[src/rtl/core/dwc3_pkg.sv]
`default_nettype none

package dwc3_pkg;

    localparam int unsigned DEFAULT_MAX_WIDTH = 2048;
    localparam int unsigned SAMPLE_BITS       = 16;
    localparam int unsigned WEIGHT_BITS       = 16;
    localparam int unsigned TAPS              = 9;
    localparam int unsigned DIM_W             = 12;
    localparam int unsigned HEIGHT_LIMIT      = 2048;
    localparam int unsigned ROW_W             = $clog2(HEIGHT_LIMIT);
    localparam int unsigned FRAC_SHIFT        = 14;
    localparam int unsigned PROD_W            = SAMPLE_BITS + WEIGHT_BITS;
    localparam int unsigned ACC_W             = PROD_W + 4;
    localparam int unsigned SHIFT_W           = ACC_W - FRAC_SHIFT;

    typedef logic signed [SAMPLE_BITS-1:0] sample_t;
    typedef logic signed [WEIGHT_BITS-1:0] weight_t;
    typedef logic signed [ACC_W-1:0] acc_t;
    typedef logic signed [SHIFT_W-1:0] shifted_t;
    typedef logic [TAPS-1:0][SAMPLE_BITS-1:0] taps_t;
    typedef logic [TAPS-1:0][WEIGHT_BITS-1:0] weights_t;

    localparam acc_t     ROUND_HALF = acc_t'(2 ** (FRAC_SHIFT - 1));
    localparam shifted_t SAT_HI     = shifted_t'(2 ** (SAMPLE_BITS - 1) - 1);
    localparam shifted_t SAT_LO     = shifted_t'(-(2 ** (SAMPLE_BITS - 1)));

    typedef struct packed {
        logic  valid;
        logic  last;
        taps_t taps;
    } win_item_t;

    typedef struct packed {
        logic  valid;
        logic  last;
        taps_t taps;
        acc_t  acc;
    } cell_data_t;

endpackage

`default_nettype wire

[src/rtl/core/dwc3_mac_cell.sv]
`default_nettype none

module dwc3_mac_cell (
    input  logic                 clk,
    input  logic                 rst_n,
    input  dwc3_pkg::cell_data_t in_data,
    input  dwc3_pkg::sample_t    tap,
    input  dwc3_pkg::weight_t    weight,
    input  logic                 ready_down,
    output logic                 ready_up,
    output dwc3_pkg::cell_data_t out_data
);
    import dwc3_pkg::*;

    logic signed [PROD_W-1:0] product;
    cell_data_t               data_next;
    cell_data_t               data_reg;
    logic                     valid_reg;

    assign ready_up = !valid_reg || ready_down;

    always_comb
    begin
        product       = tap * weight;
        data_next     = in_data;
        data_next.acc = in_data.acc + acc_t'(product);
    end

    always_ff @(posedge clk or negedge rst_n)
    begin
        if (!rst_n)
        begin
            valid_reg <= 1'b0;
        end
        else if (ready_up)
        begin
            valid_reg <= in_data.valid;
        end
    end

    always_ff @(posedge clk)
    begin
        if (ready_up && in_data.valid)
        begin
            data_reg <= data_next;
        end
    end

    always_comb
    begin
        out_data       = data_reg;
        out_data.valid = valid_reg;
    end

endmodule

`default_nettype wire

[config.mk]
export PLATFORM = sky130hd
export DESIGN_NAME = dwc3_mac_cell
export DESIGN_NICKNAME = d
export VERILOG_FILES = /design/src/rtl/core/dwc3_pkg.sv /design/src/rtl/core/dwc3_mac_cell.sv
export SDC_FILE = /design/constraint.sdc
export NUM_CORES = 1
export LEC_CHECK = 0
export BUFFER_PORTS_ARGS = -buffer_cell sky130_fd_sc_hd__buf_2
export CELL_PAD_IN_SITES_DETAIL_PLACEMENT = 1
export CELL_PAD_IN_SITES_GLOBAL_PLACEMENT = 1
export CORE_MARGIN = 2
export CORE_UTILIZATION = 32
export DETAILED_ROUTE_END_ITERATION = 7
export HOLD_SLACK_MARGIN = 0.06
export PLACE_DENSITY_LB_ADDON = 0.1
export SETUP_SLACK_MARGIN = 0.15
export SLEW_MARGIN = 20
export SYNTH_ARGS = -nofsm -noshare
export SYNTH_HDL_FRONTEND = slang
export SYNTH_SLANG_ARGS = --single-unit
[constraint.sdc]
create_clock -name clk -period 9.1 [get_ports clk]
set_clock_uncertainty 0.05 [all_clocks]
set_input_delay 0.91 -clock clk [delete_from_list [all_inputs] [get_ports clk]]
set_output_delay 0.91 -clock clk [all_outputs]
set_load 0.005 [all_outputs]
==> impl_results.md, run 1 <==
- Status: finished, final reports clean
- Syn_area_per_cell: 11.90 sq um
- Initial DRT Pass Iterations: 4
- Gr usage total: 19.19%
- Top Ports: 400
- CP cell instances: buf_2 -> and2_1 -> inv_1 -> fa_1 -> inv_1 -> fa_1 -> fa_1 -> fa_1 -> inv_1 -> fa_1 -> inv_1 -> ha_1 -> a21o_1 -> a211oi_1 -> and3_1 -> nand3_1 -> a31o_2 -> a31oi_1 -> nor2b_1 -> xnor2_1
- Reg2reg start: valid_reg
- Setup Buffers After CTS: 0
- Worst-Margin Slew: 1.038 ns
- Crit path launch: weight[2]
- Crit path arrival time: a little over 7 ns
- Asr flop ratio synth: less than 1%
- Cts repair resizes: 0
- Flop2flop setup slack: 6.61 ns
- CP most frequent cell: fa_1
- Syn Inst Count: 1439
- Final Net Count: approximately 2500
- CTS tree: built
- Final Hold Viols: 0
- Worst EP required: 9.25 ns
- Routed vias: 11400
- Final setup vio count: 0
- Total gr overflow: 0
- Vias per cell: 4.510
- Maximum fanout along the worst path: 16
- Reg2Reg Depth: 3
- Initial core utilization: between 30% and 40%
- Yosys cell types: 54
- Type of origin of the critical path: input pin
- CP Capture Type: register
- CP Class: input pin to register
- Worst hold path type: input pin to asynchronous set/reset pin
- Top cells by area, synth: fa_1 37%, edfxtp_1 32%, inv_1 7.9%, ha_1 7.8%, and2_1 4.5%
- Slew headroom: 30.81%
- First-pass GRT wire length: 79.34 mm
- RePlAce Congestion: about 0.80
- Layout cells sized above 1: 24.50%
- Skew-Pair Late Insertion Delay: 0.45 ns
- Clock-pin slew on the worst setup and hold paths: approximately 0.070 ns
- Total CTS buffers: 17
- Post-synthesis sequential area ratio: between 30% and 40%
- Root Driver: clkbuf_16
- Predominant post-synthesis flop cell: edfxtp_1
- Flops & latches, synth: 182
- Max cap viols: 0
- Initial antenna violation count: 5
- Post-route setup TNS: 0 ns
- Yosys top cell area share: 36.70%
- Port Buffers: ~400
- CTS Buffer Depth: 2
- Routed Antenna Nets: 0
- Area delta synth->final: 19.32%
- Slew Limit Fails: 0
- Post-synth EDFFs: 181
- Post-Syn Nets: approximately 2100
- Die width: 235.3 um
- Wirelength per Cell: 20.22 um
- Worst path slowest cell: inv_1
- Iter 0 DRT Violations: between 400 and 500
- Number of global-route vias before repair: between 10000 and 15000
- Hold buffers post-CTS: 0
- Die height: 235.3 um
- Fillcell total: 5906
- H-tree depth: 4
- Final period util: between 70% and 80%
- Fmax: 144.3 MHz
- Core region area: 0.05276 sq mm
- Cell area after synthesis: 0.01713 sq mm
- Detailed Place HPWL: 42.32 mm
- Placement row count: 84
- Crit path time final: 6.929 ns
- Clock sinks: 182
- Reg-to-reg endpoint: out_data[54]
- Area leader, netlist: fa_1
- DRT Wirelength: 51.10 mm
- Die area: 0.05539 sq mm
- RSZ-0062 raised after global routing: false
- # DRC: 0
- Largest net degree at the start of global routing: slightly above 80
- End of the critical path: out_data[33]
- Max reg flops: 181
- Crit-path max cell delay: 0.66 ns
- Synth warnings: 0
-- worst max-delay path: cells and delay by family --
family,cells,cell delay [ns]
XOR/XNOR,1,0.08
AND/OR/NAND/NOR,4,0.77
adder cells (fa/ha/maj),6,2.99
buffers and inverters,5,1.15
AO/OA/AOI/OAI,4,1.15
-- how the worst min path moves through the flow --
stage	startpoint	endpoint	slack (ns)	cells past startpoint
after floorplan	valid_reg	valid_reg	0.46	2
after global placement	valid_reg	valid_reg	0.46	2
after detailed placement	valid_reg	valid_reg	0.48	2
after CTS	rst_n	valid_reg	0.13	1
after global routing	rst_n	valid_reg	0.15	1
final	rst_n	valid_reg	0.17	1
-- metal layers --
| layer | global-route usage (%) | vias to the layer above | wire length [um] |
|---|---|---|---|
| li1 | - | 5168 | - |
| met1 | 22.76 | 5944 | 20470 |
| met4 | 4.381 | 2 | 719 |
| met2 | 36.50 | 247 | 27930 |
| met5 | 0 | - | 13 |
| met3 | 2.732 | 37 | 1965 |
-- cell type report --
class                      count  area [sq um]  area share [%]
sequential                   182          5460           26.72
multi-input combinational    861         10180           49.81
inverter                     361          1355           6.631
tap                          688         860.8           4.212
clock buffer                  17         425.4           2.082
timing repair buffer         401          2012           9.845
antenna                        2         5.005         0.02449
clock inverter                15         138.9          0.6796
-- Yosys cell counts (6+ instances only) --
cell / count
clkbuf_1: 32
nand3_1: 9
o21bai_1: 6
inv_1: 361
edfxtp_1: 181
a21oi_1: 27
xnor2_1: 28
fa_1: 314
nor2_1: 23
nand2b_1: 8
ha_1: 107
o21ai_0: 13
xor2_1: 10
and2_1: 122
a21o_1: 7
nand2_1: 129
-- cells by family (layout without fill, tap and decap cells) --
logic type               count (synthesis)  in the layout  share of synthesized area (%)
AND/OR/NAND/NOR                        309            309                          9.066
flip-flops                             182            182                          31.88
XOR/XNOR                                38             38                          1.943
other                                    0              2                              0
adder cells (fa/ha/maj)                421            421                          44.52
buffers and inverters                  396            794                          8.701
AO/OA/AOI/OAI                           93             93                          3.887
-- per-stage QoR --
step / utilization, % / cell area (sq um) / hold slack, ns / worst slack, ns / cells
floorplan: - / 17130 / 0.4642 / 2.446 / 1439
global placement: 37.65 / 19870 / 0.4621 / 1.667 / 2493
detailed placement: 37.65 / 19870 / 0.4841 / 1.592 / 2493
CTS: 38.72 / 20430 / 0.1299 / 2.101 / 2525
global route: 38.73 / 20440 / 0.1506 / 1.855 / 2527
finish: 38.73 / 20440 / 0.1748 / 2.171 / 2527
-- layout by cell type, fill, tap and decap left out, drive strengths merged, types with 7 or more instances in the layout --
cell type and n:
edfxtp 181, nand2 130, xnor2 28, clkinv 7
xor2 10, nor2 23, fa 314, buf 401
inv 368, ha 107, o21ai 15, clkbuf 17
nand2b 8, and2 122, a21o 9, a21oi 30
nand3 9
Power of run 1 is left out: the tool's default activity adds up to more than one toggle a clock period on the data nets, which glitch-free logic cannot reach.
==> run 2: changes to the inputs <==
Settings changed: ABC_AREA from default to 1.
Clock period 9.1 ns to 6.55 ns, I/O delays scaled along.
==> impl_results.md, run 2 <==
- Syn_area_per_cell: 9.539 sq um (-20%)
- Yosys top cell area share: 34.16% (-2.5 points)
- Placement row count: 87 (+3.6%)
- First-pass GRT wire length: 90.18 mm (+14%)
- Inst Count DP: 3038 (+22%)
- # DRC: 0 (unchanged)
- Yosys cell types: 33 (-39%)
- Predominant post-synthesis flop cell: edfxtp_1
- CTS Buffer Depth: 2 (unchanged)
- Fillcell total: 6659 (+13%)
- Final core occ: 38.67% (-0.066 points)
- Non-filler instance count after layout: 3072 (+22%)
- Crit path arrival time: 6.03 ns (-1.05 ns)
- CTS tree: built
- Post-synth EDFFs: 181 (unchanged)
- Syn Inst Count: 1929 (+34%)
- Top cells by area, synth: fa_1 34%, edfxtp_1 30%, inv_1 12%, nand2_1 9.9%, ha_1 7.3%
- Iter 0 DRT Violations: 484 (+19%)
- DRT Wirelength: 57.14 mm (+12%)
- Worst-Margin Slew: 1.083 ns (+0.04504 ns)
- Post-Syn Nets: 2567 (+24%)
- Number of global-route vias before repair: 15560 (+19%)
- Total CTS buffers: 17 (unchanged)
- RSZ-0062 raised after global routing: false
- Max cap viols: 0 (unchanged)
- Max reg flops: 181 (unchanged)
- Core region area: 0.05660 sq mm (+7.3%)
- Type of origin of the critical path: input pin
- Gr usage total: 19.97% (+0.78 points)
- CP Capture Type: register
- Synth warnings: 0 (unchanged)
- Fmax: 170.5 MHz
- Total gr overflow: 0 (unchanged)
- Port Buffers: 399 (unchanged)
- H-tree depth: 4 (unchanged)
- Die width: 243.8 um (+3.6%)
- Initial antenna violation count: 1 (-4)
- Slew Limit Fails: 0 (unchanged)
- Die area: 0.05944 sq mm (+7.3%)
- Layout cells sized above 1: 20.39% (-4.1 points)
- Area leader, netlist: fa_1
- Leading cell type in the layout, fill and taps excluded: inv_1
- Final Hold Viols: 0 (unchanged)
- Skew-Pair Late Insertion Delay: 0.45 ns (about the same)
- Post-synth top cells: 584 x inv_1, 485 x nand2_1, 314 x fa_1
- Die height: 243.8 um (+3.6%)
- Worst EP required: 6.71 ns (-2.54 ns)
- Top Ports: 400 (unchanged)
- Final setup vio count: 0 (unchanged)
- Cell area after synthesis: 0.01840 sq mm (+7.4%)
- Post-route setup TNS: 0 ns (unchanged)
- Routed Antenna Nets: 0 (unchanged)
- Detailed Place HPWL: 49.62 mm (+17%)
- Root Driver: clkbuf_16
- Initial DRT Pass Iterations: 4 (unchanged)
- CP Class: input pin to register
- Most frequent cell after synthesis: inv_1
- Wirelength per Cell: 18.60 um (-8.0%)
- Multi-input logic area: 0.01052 sq mm (+3.4%)
- Final Net Count: 2940 (+19%)
- Final period util: 89.54%
- Setup Buffers After CTS: 0 (unchanged)
- Slew headroom: 27.81% (-3.0 points)
- Asr flop ratio synth: 0.5495% (unchanged)
- RePlAce Congestion: 0.8546 (+6.5%)
- Clock sinks: 182 (unchanged)
- Post-synthesis sequential area ratio: 29.67% (-2.2 points)
- Commonest non-fill, non-tap cells in the layout: 584 x inv_1, 485 x nand2_1, 399 x buf_2, 314 x fa_1, 181 x edfxtp_1
- Clock-pin slew on the worst setup and hold paths: 0.09 ns (+0.02 ns)
- Routed vias: 13500 (+18%)
- Largest net degree at the start of global routing: 182 (+120%)
- Crit path time final: 5.865 ns
- Flip-flop and latch area: 0.005460 sq mm (unchanged)
- Maximum fanout along the worst path: 13 (-3)
- Vias per cell: 4.395 (-2.6%)
- Status: finished, final reports clean
- Area delta synth->final: 18.94%
- Initial core utilization: 32.51% (+0.048 points)
- Flops & latches, synth: 182 (unchanged)
- Worst hold path type: input pin to register
[run 2: final timing paths]
kind	start	end	slack [ns]	depth (start not counted)
max in group asynchronous	rst_n	valid_reg	5.90	2
min	in_data[97]	out_data[97]	0.31	1
max	tap[15]	out_data[34]	0.68	21
min reg2reg	valid_reg	valid_reg	0.58	2
min in group asynchronous	rst_n	valid_reg	0.46	2
max reg2reg	valid_reg	out_data[120]	4.60	2
[run 2: worst max-delay path, stage by stage]
cell	delay [ns]
buf_2	0.30
nand2_1	0.16
fa_1	0.61
fa_1	0.58
inv_1	0.13
fa_1	0.53
inv_1	0.14
fa_1	0.59
inv_1	0.09
fa_1	0.49
inv_1	0.05
fa_1	0.47
inv_1	0.04
ha_1	0.35
inv_1	0.08
nor3_1	0.23
and2_1	0.17
and2_1	0.12
nand2_1	0.07
nand3_1	0.09
nand2_1	0.05
[run 2: what timing repair did]
action,CTS,global route
hold endpoints to repair,1,0
hold buffers,1,0
resized for setup,0,0
[run 2: per-stage QoR]
stage / cell area, sq um / setup slack (ns) / hold WS [ns]
final: 21890 / 0.6849 / 0.3150
after CTS: 21880 / 0.6305 / 0.2981
after global routing: 21880 / 0.2453 / 0.2898
after global placement: 21250 / 0.1990 / 0.3837
after floorplan: 18410 / 0.4445 / 0.3094
after detailed placement: 21250 / 0.1615 / 0.3848
[run 2: layout make-up]
cell class / instances / share of cell area, %
clock inverter: 15 / 0.9318
timing repair buffer: 415 / 9.741
multi-input combinational: 1101 / 48.07
sequential: 182 / 24.95
inverter: 585 / 10.03
antenna: 1 / 0.01143
clock buffer: 17 / 1.944
tap: 756 / 4.322
[run 2: per-layer routing]
layer / vias up / wire, um / global-route usage, %
met5: - / 13 / 0
met4: 2 / 705 / 3.425
met3: 48 / 1597 / 2.423
li1: 6318 / - / -
met2: 224 / 30330 / 37.22
met1: 6908 / 24490 / 24.91
[run 2: kinds of logic after synthesis]
kind of cell	Yosys count	share of synthesized area (%)
flops	182	29.67
fa+ha+maj	421	41.44
simple gates	630	13.88
xor+xnor	17	0.8092
buf+inv	646	13.21
compound gates	33	0.9927
Power of run 2 is left out for the same reason.
